### src/sv/rrc_pkg.sv
`timescale 1ns / 1ps
`default_nettype none

package rrc_pkg;

  // geometry and channel widths
  localparam int REGIONS        = 4;
  localparam int COORD_BITS     = 12;
  localparam int REG_SLOTS      = 4;
  localparam int REGION_BITS    = 48;
  localparam int FIELD_SPAN     = 4 * COORD_BITS;
  localparam int WIDE_BITS      = (FIELD_SPAN > REGION_BITS) ? FIELD_SPAN : REGION_BITS;
  localparam int COUNT_BITS     = 3;
  localparam int CFG_IDX_BITS   = 3;
  localparam int CHAN_BITS      = 8;
  localparam int SUM_BITS       = CHAN_BITS + 2;
  localparam int DIVIDEND_BITS  = 2 * CHAN_BITS;

  // divider split: quotient bits produced per pipeline stage
  localparam int BITS_PER_STAGE = 2;
  localparam int DIV_STAGES     = CHAN_BITS / BITS_PER_STAGE;
  localparam int PIPE_STAGES    = DIV_STAGES + 2;

  localparam logic [CHAN_BITS:0] CHAN_FULL = {1'b0, {CHAN_BITS{1'b1}}};

  typedef enum logic [CFG_IDX_BITS-1:0] {
    CFG_REGION_COUNT = 3'd0,
    CFG_REGION_ZERO  = 3'd1,
    CFG_REGION_ONE   = 3'd2,
    CFG_REGION_TWO   = 3'd3,
    CFG_REGION_THREE = 3'd4
  } cfg_idx_e;

  typedef logic [REG_SLOTS-1:0][REGION_BITS-1:0] region_set_t;

  typedef struct packed {
    logic [COORD_BITS-1:0] pixel_x;
    logic [COORD_BITS-1:0] pixel_y;
    logic [CHAN_BITS-1:0]  red_in;
    logic [CHAN_BITS-1:0]  green_in;
    logic [CHAN_BITS-1:0]  blue_in;
  } pix_in_t;

  typedef struct packed {
    logic [CHAN_BITS-1:0] red_out;
    logic [CHAN_BITS-1:0] green_out;
    logic [CHAN_BITS-1:0] blue_out;
    logic                 inside_region;
  } pix_out_t;

  // state of one pixel while both divisions run
  typedef struct packed {
    logic                 in_region;
    logic [SUM_BITS-1:0]  divisor;
    logic [SUM_BITS-1:0]  rem_r;
    logic [SUM_BITS-1:0]  rem_g;
    logic [CHAN_BITS-1:0] low_r;
    logic [CHAN_BITS-1:0] low_g;
    logic [CHAN_BITS-1:0] quo_r;
    logic [CHAN_BITS-1:0] quo_g;
    logic [CHAN_BITS-1:0] red;
    logic [CHAN_BITS-1:0] green;
    logic [CHAN_BITS-1:0] blue;
  } div_t;

endpackage

`default_nettype wire

### src/sv/rrc_cfg.sv
`timescale 1ns / 1ps
`default_nettype none

module rrc_cfg (
  input  wire logic                              clk_i,
  input  wire logic                              rst_ni,
  input  wire logic                              cfg_valid_i,
  input  wire logic [rrc_pkg::CFG_IDX_BITS-1:0]  cfg_index_i,
  input  wire logic [rrc_pkg::REGION_BITS-1:0]   cfg_data_i,
  output logic [rrc_pkg::COUNT_BITS-1:0]         count_o,
  output rrc_pkg::region_set_t                   regions_o
);
  import rrc_pkg::*;

  logic [COUNT_BITS-1:0] count_d, count_q;
  region_set_t           regions_d, regions_q;

  always_comb begin
    count_d   = count_q;
    regions_d = regions_q;
    if (cfg_valid_i) begin
      case (cfg_idx_e'(cfg_index_i))
        CFG_REGION_COUNT: count_d      = cfg_data_i[COUNT_BITS-1:0];
        CFG_REGION_ZERO:  regions_d[0] = cfg_data_i;
        CFG_REGION_ONE:   regions_d[1] = cfg_data_i;
        CFG_REGION_TWO:   regions_d[2] = cfg_data_i;
        CFG_REGION_THREE: regions_d[3] = cfg_data_i;
        default: ;
      endcase
    end
  end

  always_ff @(posedge clk_i or negedge rst_ni) begin
    if (!rst_ni) begin
      count_q   <= '0;
      regions_q <= '0;
    end else begin
      count_q   <= count_d;
      regions_q <= regions_d;
    end
  end

  assign count_o   = count_q;
  assign regions_o = regions_q;

endmodule

`default_nettype wire

### src/sv/rrc_front.sv
`timescale 1ns / 1ps
`default_nettype none

module rrc_front (
  input  wire logic                          clk_i,
  input  wire logic                          en_i,
  input  wire rrc_pkg::pix_in_t              data_i,
  input  wire logic [rrc_pkg::COUNT_BITS-1:0] count_i,
  input  wire rrc_pkg::region_set_t          regions_i,
  output rrc_pkg::div_t                      data_o
);
  import rrc_pkg::*;

  logic [COUNT_BITS-1:0]    used;
  logic [REG_SLOTS-1:0]     hit;
  logic [SUM_BITS-1:0]      sum;
  logic [DIVIDEND_BITS-1:0] num_r, num_g;
  div_t                     div_d, div_q;

  // saturate the count at the number of implemented rectangles
  assign used = (count_i > COUNT_BITS'(REGIONS)) ? COUNT_BITS'(REGIONS) : count_i;

  for (genvar k = 0; k < REG_SLOTS; k++) begin : g_region
    logic [WIDE_BITS-1:0]  wide;
    logic [COORD_BITS-1:0] left, top, right, bottom;
    assign wide   = WIDE_BITS'(regions_i[k]);
    assign left   = wide[0*COORD_BITS +: COORD_BITS];
    assign top    = wide[1*COORD_BITS +: COORD_BITS];
    assign right  = wide[2*COORD_BITS +: COORD_BITS];
    assign bottom = wide[3*COORD_BITS +: COORD_BITS];
    // half-open box, empty when right <= left or bottom <= top
    assign hit[k] = (COUNT_BITS'(k) < used)
                    && (data_i.pixel_x >= left) && (data_i.pixel_x < right)
                    && (data_i.pixel_y >= top)  && (data_i.pixel_y < bottom);
  end

  assign sum   = SUM_BITS'(data_i.red_in) + SUM_BITS'(data_i.green_in)
               + SUM_BITS'(data_i.blue_in);
  // part * 255 as (part << 8) - part
  assign num_r = {data_i.red_in, CHAN_BITS'(0)} - DIVIDEND_BITS'(data_i.red_in);
  assign num_g = {data_i.green_in, CHAN_BITS'(0)} - DIVIDEND_BITS'(data_i.green_in);

  always_comb begin
    div_d.in_region = |hit;
    // black pixel: dividends are zero, divisor of one keeps quotients zero
    div_d.divisor = (sum == '0) ? SUM_BITS'(1) : sum;
    div_d.rem_r   = SUM_BITS'(num_r[DIVIDEND_BITS-1 -: CHAN_BITS]);
    div_d.rem_g   = SUM_BITS'(num_g[DIVIDEND_BITS-1 -: CHAN_BITS]);
    div_d.low_r   = num_r[CHAN_BITS-1:0];
    div_d.low_g   = num_g[CHAN_BITS-1:0];
    div_d.quo_r   = '0;
    div_d.quo_g   = '0;
    div_d.red     = data_i.red_in;
    div_d.green   = data_i.green_in;
    div_d.blue    = data_i.blue_in;
  end

  always_ff @(posedge clk_i) begin
    if (en_i) begin
      div_q <= div_d;
    end
  end

  assign data_o = div_q;

endmodule

`default_nettype wire

### src/sv/rrc_div_stage.sv
`timescale 1ns / 1ps
`default_nettype none

module rrc_div_stage (
  input  wire logic          clk_i,
  input  wire logic          en_i,
  input  wire rrc_pkg::div_t data_i,
  output rrc_pkg::div_t      data_o
);
  import rrc_pkg::*;

  div_t                div_d, div_q;
  logic [SUM_BITS:0]   step_r, step_g;

  // one restoring step: {quotient bit, new remainder}
  function automatic logic [SUM_BITS:0] div_bit(
    input logic [SUM_BITS-1:0] rem,
    input logic                next_bit,
    input logic [SUM_BITS-1:0] divisor
  );
    logic [SUM_BITS:0] trial;
    logic [SUM_BITS:0] wide_div;
    trial    = {rem, next_bit};
    wide_div = {1'b0, divisor};
    if (trial >= wide_div) begin
      div_bit = {1'b1, SUM_BITS'(trial - wide_div)};
    end else begin
      div_bit = {1'b0, trial[SUM_BITS-1:0]};
    end
  endfunction

  always_comb begin
    div_d  = data_i;
    step_r = '0;
    step_g = '0;
    for (int i = 0; i < BITS_PER_STAGE; i++) begin
      step_r      = div_bit(div_d.rem_r, div_d.low_r[CHAN_BITS-1], div_d.divisor);
      step_g      = div_bit(div_d.rem_g, div_d.low_g[CHAN_BITS-1], div_d.divisor);
      div_d.rem_r = step_r[SUM_BITS-1:0];
      div_d.rem_g = step_g[SUM_BITS-1:0];
      div_d.low_r = {div_d.low_r[CHAN_BITS-2:0], 1'b0};
      div_d.low_g = {div_d.low_g[CHAN_BITS-2:0], 1'b0};
      div_d.quo_r = {div_d.quo_r[CHAN_BITS-2:0], step_r[SUM_BITS]};
      div_d.quo_g = {div_d.quo_g[CHAN_BITS-2:0], step_g[SUM_BITS]};
    end
  end

  always_ff @(posedge clk_i) begin
    if (en_i) begin
      div_q <= div_d;
    end
  end

  assign data_o = div_q;

endmodule

`default_nettype wire

### src/sv/rrc_back.sv
`timescale 1ns / 1ps
`default_nettype none

module rrc_back (
  input  wire logic          clk_i,
  input  wire logic          en_i,
  input  wire rrc_pkg::div_t data_i,
  output rrc_pkg::pix_out_t  data_o
);
  import rrc_pkg::*;

  logic [CHAN_BITS:0] rg_sum, blue_dist;
  pix_out_t           out_d, out_q;

  assign rg_sum    = (CHAN_BITS+1)'(data_i.quo_r) + (CHAN_BITS+1)'(data_i.quo_g);
  assign blue_dist = (rg_sum >= CHAN_FULL) ? (rg_sum - CHAN_FULL) : (CHAN_FULL - rg_sum);

  always_comb begin
    if (data_i.in_region) begin
      out_d.red_out       = data_i.quo_r;
      out_d.green_out     = data_i.quo_g;
      out_d.blue_out      = blue_dist[CHAN_BITS-1:0];
      out_d.inside_region = 1'b1;
    end else begin
      out_d.red_out       = data_i.red;
      out_d.green_out     = data_i.green;
      out_d.blue_out      = data_i.blue;
      out_d.inside_region = 1'b0;
    end
  end

  always_ff @(posedge clk_i) begin
    if (en_i) begin
      out_q <= out_d;
    end
  end

  assign data_o = out_q;

endmodule

`default_nettype wire

### src/sv/roi_rg_chromaticity.sv
// rg chromaticity inside up to four rectangles of interest. each pixel transfer
// carries a column, a row and 8-bit red, green and blue; a pixel inside any
// enabled half-open rectangle comes out as r = floor(R*255/S),
// g = floor(G*255/S), b = |r+g-255| with S = R+G+B, flagged by inside_region,
// and any other pixel passes through unchanged. the block takes one pixel per
// clock while the output is not stalled, and each result passes through six
// register stages: one stage for the region test, component sum and dividends,
// four stages of a pipelined restoring divider (two quotient bits per stage,
// red and green side by side), and one output register. stages keep their own
// valid bits, so a stall on the output fills bubbles first and loses nothing.
// configuration writes (region_count at index 0, the four packed rectangles at
// indices 1 to 4, other indices ignored) are always accepted and belong between
// bursts, when no pixel is in flight.
`timescale 1ns / 1ps
`default_nettype none

module roi_rg_chromaticity (
  input  wire logic                              clk_i,
  input  wire logic                              rst_ni,
  // configuration write channel
  input  wire logic                              cfg_valid_i,
  output logic                                   cfg_ready_o,
  input  wire logic [rrc_pkg::CFG_IDX_BITS-1:0]  cfg_index_i,
  input  wire logic [rrc_pkg::REGION_BITS-1:0]   cfg_data_i,
  // pixel input
  input  wire logic                              in_valid_i,
  output logic                                   in_ready_o,
  input  wire rrc_pkg::pix_in_t                  in_data_i,
  // pixel output
  output logic                                   out_valid_o,
  input  wire logic                              out_ready_i,
  output rrc_pkg::pix_out_t                      out_data_o
);
  import rrc_pkg::*;

  localparam int LAST = PIPE_STAGES - 1;

  logic [COUNT_BITS-1:0]  region_count;
  region_set_t            regions;

  // per-stage valid and load enable; stage 0 is the front, LAST the output
  logic [PIPE_STAGES-1:0] vld_d, vld_q;
  logic [PIPE_STAGES-1:0] en;
  logic [PIPE_STAGES-1:0] vld_prev;

  div_t                   div_bus [DIV_STAGES+1];

  // register file never stalls a transfer
  assign cfg_ready_o = 1'b1;

  rrc_cfg u_cfg (
    .clk_i       (clk_i),
    .rst_ni      (rst_ni),
    .cfg_valid_i (cfg_valid_i),
    .cfg_index_i (cfg_index_i),
    .cfg_data_i  (cfg_data_i),
    .count_o     (region_count),
    .regions_o   (regions)
  );

  // a stage may load when it is empty or its content moves on this cycle
  always_comb begin
    en[LAST] = ~vld_q[LAST] | out_ready_i;
    for (int k = LAST - 1; k >= 0; k--) begin
      en[k] = ~vld_q[k] | en[k+1];
    end
  end

  assign vld_prev = {vld_q[LAST-1:0], in_valid_i};

  always_comb begin
    for (int k = 0; k < PIPE_STAGES; k++) begin
      vld_d[k] = en[k] ? vld_prev[k] : vld_q[k];
    end
  end

  always_ff @(posedge clk_i or negedge rst_ni) begin
    if (!rst_ni) begin
      vld_q <= '0;
    end else begin
      vld_q <= vld_d;
    end
  end

  assign in_ready_o  = en[0];
  assign out_valid_o = vld_q[LAST];

  // region test, sum and dividends
  rrc_front u_front (
    .clk_i     (clk_i),
    .en_i      (en[0]),
    .data_i    (in_data_i),
    .count_i   (region_count),
    .regions_i (regions),
    .data_o    (div_bus[0])
  );

  // divider pipeline, most significant quotient bits first
  for (genvar s = 0; s < DIV_STAGES; s++) begin : g_div
    rrc_div_stage u_stage (
      .clk_i  (clk_i),
      .en_i   (en[s+1]),
      .data_i (div_bus[s]),
      .data_o (div_bus[s+1])
    );
  end

  // blue from r and g, pass-through select, output register
  rrc_back u_back (
    .clk_i  (clk_i),
    .en_i   (en[LAST]),
    .data_i (div_bus[DIV_STAGES]),
    .data_o (out_data_o)
  );

`ifndef ASSERT_OFF
  // input stalls only when every stage is full and the output is blocked
  assert property (@(posedge clk_i) disable iff (!rst_ni)
    !in_ready_o |-> ((&vld_q) && !out_ready_i))
    else $error("input stalled with room in the pipeline");

  // a stage that could not move keeps its pixel
  assert property (@(posedge clk_i) disable iff (!rst_ni)
    1'b1 |=> (($past(vld_q & ~en) & ~vld_q) == '0))
    else $error("stalled pipeline stage lost its pixel");

  // normalized red and green never add up past full scale
  assert property (@(posedge clk_i) disable iff (!rst_ni)
    (out_valid_o && out_data_o.inside_region) |->
      (((CHAN_BITS+1)'(out_data_o.red_out) + (CHAN_BITS+1)'(out_data_o.green_out))
       <= CHAN_FULL))
    else $error("chromaticity sum exceeds full scale");

  // blue closes the sum to full scale inside a region
  assert property (@(posedge clk_i) disable iff (!rst_ni)
    (out_valid_o && out_data_o.inside_region) |->
      (((CHAN_BITS+1)'(out_data_o.red_out) + (CHAN_BITS+1)'(out_data_o.green_out)
        + (CHAN_BITS+1)'(out_data_o.blue_out)) == CHAN_FULL))
    else $error("blue does not complement red and green");
`endif

endmodule

`default_nettype wire

### config.mk
export PLATFORM = sky130hd
export DESIGN_NAME = roi_rg_chromaticity
export DESIGN_NICKNAME = d
export VERILOG_FILES = /design/src/sv/rrc_pkg.sv /design/src/sv/rrc_cfg.sv /design/src/sv/rrc_front.sv /design/src/sv/rrc_div_stage.sv /design/src/sv/rrc_back.sv /design/src/sv/roi_rg_chromaticity.sv
export SDC_FILE = /design/constraint.sdc
export NUM_CORES = 1
export LEC_CHECK = 0
export BUFFER_PORTS_ARGS = -buffer_cell sky130_fd_sc_hd__buf_2
export CORE_AREA = 2 2 253 255
export CTS_CLUSTER_SIZE = 25
export DETAILED_ROUTE_END_ITERATION = 7
export DIE_AREA = 0 0 255 257
export PLACE_DENSITY_LB_ADDON = 0.05
export SETUP_SLACK_MARGIN = 0.1
export SLEW_MARGIN = 20
export SYNTH_ARGS = -nofsm -noshare
export SYNTH_HDL_FRONTEND = slang
export SYNTH_SLANG_ARGS = --single-unit
### constraint.sdc
create_clock -name clk_i -period 15.1 [get_ports clk_i]
set_input_delay 0 -clock clk_i [delete_from_list [all_inputs] [get_ports clk_i]]
set_output_delay 0 -clock clk_i [all_outputs]
set_load 0.01 [all_outputs]
==> flow_summary.yaml <==
timing:
  fmax_mhz: 166
  tightest_slew_ns: 1.07
  finalCriticalPeriod_ns: 6.04
  max_slew_margin_pct: 28.8
  fin_tns_setup_ns: 0
  rsz0062_at_grt: "no"
  hold_violations: 0
  skew_ns: 0.0211
  slew_viol_final: 0
  final-setup-viol-count: 0
  fin_crit_sh_pct: 40.0
  holdWs_ns: 0.0977
critical_path:
  worstPathRequired_ns: 15.46
  path_max_fanout: 15
  arrival_ns: 6.40
  end_kind: "register"
  worstSetupPathType: "reg2reg"
  critPathMaxStageDelay_ns: 0.68
  worstSetupStartpointType: "register"
  crit_path_top_delay_cell: "nor4_4"
  r2r_cells: 19
  cp_cell_sequence: "inv_1, ha_1, nor2b_1, o31ai_2, a211oi_1, o311a_1, nor4_4, nor2_1, a21oi_1, inv_1, ha_1, nor2b_1, o31a_1, o211a_1, o21a_1, o21a_1, a2111oi_2, o221a_2, mux2_1"
global_routing:
  grt_pass1_vias: 21300
  antenna_found_initial: 3
  grt_max_degree: 93
  grt_usage_pct: 23.1
  overflow: 0
  grt_pass1_wl_um: 118000
pwr:
  clock_power_share_pct: 17.2
  p_seq_share_pct: 26.5
  switchingPower_mw: 3.59
  leakage_nw: 15.6
  comb_power_share_pct: 56.3
  powerDensity_nw_per_um2: 260
  power.internal_mw: 5.73
  peakVddDrop_mv: 0.176
  p_sw_share_pct: 38.5
floorplan:
  rows: 92
  ios: 132
  die_w_um: 255
  core_area_um2: 62700
  dieArea_um2: 65500
  die_height_um: 257
  floorplan.initialDensity_pct: 49.8
clock_tree:
  worstSkewPairLatency_ns: 0.61
  cts_tree: "done"
  cts-resized-gates: 0
  clockRootBuffer: "clkbuf_16"
  htreeDepth: 2
  clockBufferDepth: 3
  cts.clk_slew.worst_paths_ns: 0.06
  post_cts_buffers: 0
  cts_sinks: 539
  cts_buffers: 59
yosys:
  yosysSeqAreaShare_pct: 48.6
  synthCells: 2801
  syn-num-nets: 3291
  syn_area_um2: 31200
  yosys_warnings: 0
  avgSynthCellArea_um2: 11.2
  synth_edf_count: 338
  synth_ff_type: "edfxtp_1"
  synthArstFlopShare_pct: 37.3
  synth_seq_cells: 539
  synth_cell_type_count: 77
worst_hold_path:
  hp-class: "in2reg"
  hold_depth: 4
final_layout:
  drive_above_1_share_pct: 13.5
  area_delta_synth_final_pct: 14.9
  nets: 3522
  instances_no_fill: 3928
placement:
  io_buffers: 130
  dp_cells: 3737
  hpwl_um: 55200
  gp_congestion: 0.860
detailed_routing:
  drt_iter0_markers: 1450
  vias: 21400
  drtAntennaViolNets: 0
  drc: 0
  routed_wl_um: 74300
  wl_per_cell_um: 18.9
  firstDrtPassIters: 5
  via_per_inst: 5.44
run:
  cap_violations: 0
status:
  status: "complete, no violations"
-- state kept, by name, indices dropped and copies added (netlist names) --
name / cells
u_back.data_o: 25
g_div.u_stage.data_o: 248
u_cfg.count_o: 3
vld_q: 6
u_cfg.regions_o: 192
u_front.data_o: 65
-- layout make-up --
type | instances | area, µm²
Fill cell | 5269 | 26900
Multi-Input combinational cell | 1919 | 14800
Timing Repair Buffer | 224 | 1590
Inverter | 289 | 1080
Sequential cell | 539 | 15200
Clock inverter | 43 | 632
Clock buffer | 67 | 1550
Antenna cell | 1 | 2.50
Tap cell | 846 | 1060
-- cell usage after synthesis (4+ instances only) --
cell type / number / area share, %
ha_1: 369 / 15
edfxtp_1: 338 / 32
inv_1: 288 / 3.5
o21ai_0: 238 / 3.8
nand2_1: 215 / 2.6
dfrtp_1: 201 / 16
mux2_2: 135 / 4.9
a21oi_1: 127 / 2.0
nor2_1: 126 / 1.5
xnor2_1: 85 / 2.4
a21o_1: 73 / 1.8
nor3_1: 54 / 0.87
nor2b_1: 47 / 0.94
nand2b_1: 38 / 0.76
clkbuf_1: 36 / 0.43
nand3_1: 36 / 0.58
nand4_1: 36 / 0.72
o21a_1: 36 / 0.87
xor2_1: 34 / 0.95
a211oi_1: 24 / 0.58
o31ai_1: 19 / 0.46
fa_1: 17 / 1.1
o211ai_1: 16 / 0.38
mux2i_1: 14 / 0.45
o21bai_1: 14 / 0.34
a31oi_1: 12 / 0.24
mux2_1: 11 / 0.40
o31a_1: 11 / 0.31
buf_2: 10 / 0.16
o21ai_1: 10 / 0.16
a2111oi_0: 9 / 0.25
or3_1: 9 / 0.18
a221oi_1: 8 / 0.22
or2_2: 8 / 0.16
a21boi_0: 7 / 0.17
and3_1: 7 / 0.14
mux2_4: 7 / 0.34
a211o_1: 5 / 0.14
buf_1: 5 / 0.060
o2111ai_1: 5 / 0.14
a31o_2: 4 / 0.11
nor4_1: 4 / 0.080
or4_1: 4 / 0.096
-- metrics by stage --
step / setup slack [ns] / utilization, % / area [µm²] / total power [mW]
after floorplan: 9.67 / - / 31200 / 6.54
after global placement: 9.18 / 52.4 / 32900 / 7.56
after detailed placement: 9.04 / 52.4 / 32900 / 7.67
after CTS: 9.02 / 57.2 / 35900 / 9.35
after global routing: 8.61 / 57.2 / 35900 / 10.1
final: 9.06 / 57.2 / 35900 / 9.32
-- cell usage in the layout (no fill, tap or decap), types with 24 or more instances in the layout --
cell type and instances:
ha_1 369, edfxtp_1 338, inv_1 287, o21ai_0 238, nand2_1 213, dfrtp_1 201
mux2_2 135, buf_2 129, a21oi_1 127, nor2_1 125, xnor2_1 85, dlygate4sd3_1 79
a21o_1 73, clkbuf_16 61, nor3_1 53, nor2b_1 47, nand2b_1 38, nand4_1 36
o21a_1 36, xor2_1 34, nand3_1 33, a211oi_1 24
-- per-layer routing --
layer / vias up / GRT usage, % / wire, µm
li1: 10600 / - / -
met1: 10200 / 34.8 / 37300
met2: 460 / 34.3 / 31700
met3: 112 / 3.51 / 3420
met4: 4 / 6.53 / 1880
met5: - / 0 / 26
-- path summary, 6_finish.rpt --
kind | start | end | slack (ns)
min in group asynchronous | rst_ni | u_cfg.regions_o[126]$_DFFE_PN0P_ | 0.52
setup reg to reg | g_div[0].u_stage.data_o[77]$_DFFE_PP_ | g_div[1].u_stage.data_o[68]$_DFFE_PP_ | 9.06
hold reg to reg | u_front.data_o[9]$_DFFE_PP_ | g_div[0].u_stage.data_o[9]$_DFFE_PP_ | 0.40
max in group asynchronous | rst_ni | vld_q[5]$_DFFE_PN0P_ | 13.05
hold / removal | cfg_valid_i | u_cfg.count_o[0]$_DFFE_PN0P_ | 0.1
setup / recovery | g_div[0].u_stage.data_o[77]$_DFFE_PP_ | g_div[1].u_stage.data_o[68]$_DFFE_PP_ | 9.06
-- critical path, delay by kind of cell, from the launching register on --
kind / cells / cell delay [ns]
DFF: 1 / 0.51
buffers and inverters: 2 / 0.35
AOI/OAI and AO/OA: 10 / 2.87
and+or+nand+nor: 4 / 1.08
muxes: 1 / 0.37
adders and majority gates: 2 / 0.61
-- power groups by stage --
stage,clock network [mW],logic [mW],registers (mW)
2_1_floorplan,0,4.13,2.41
3_3_place_gp,0,5.06,2.50
3_5_place_dp,0,5.17,2.51
4_1_cts,1.64,5.24,2.48
5_1_grt,1.70,5.88,2.52
6_report,1.60,5.25,2.47
-- timing repair --
item                                    in CTS  in global routing
endpoints found under the setup margin       0                  0
endpoints found under the hold margin      313                  0
hold buffers                                80                  0
-- kinds of logic (layout without fill, tap and decap cells) --
group           Yosys count  in the layout  share of synthesized area, %
compound gates          646            646                          12.9
xor+xnor                119            119                          3.34
fa+ha+maj               386            386                          15.9
buf+inv                 343            623                          4.21
flops                   539            539                          48.6
mux                     167            167                          6.05
other cells               1              2                        0.0120
simple gates            600            600                          9.08
(Power assumes the default switching activity.)
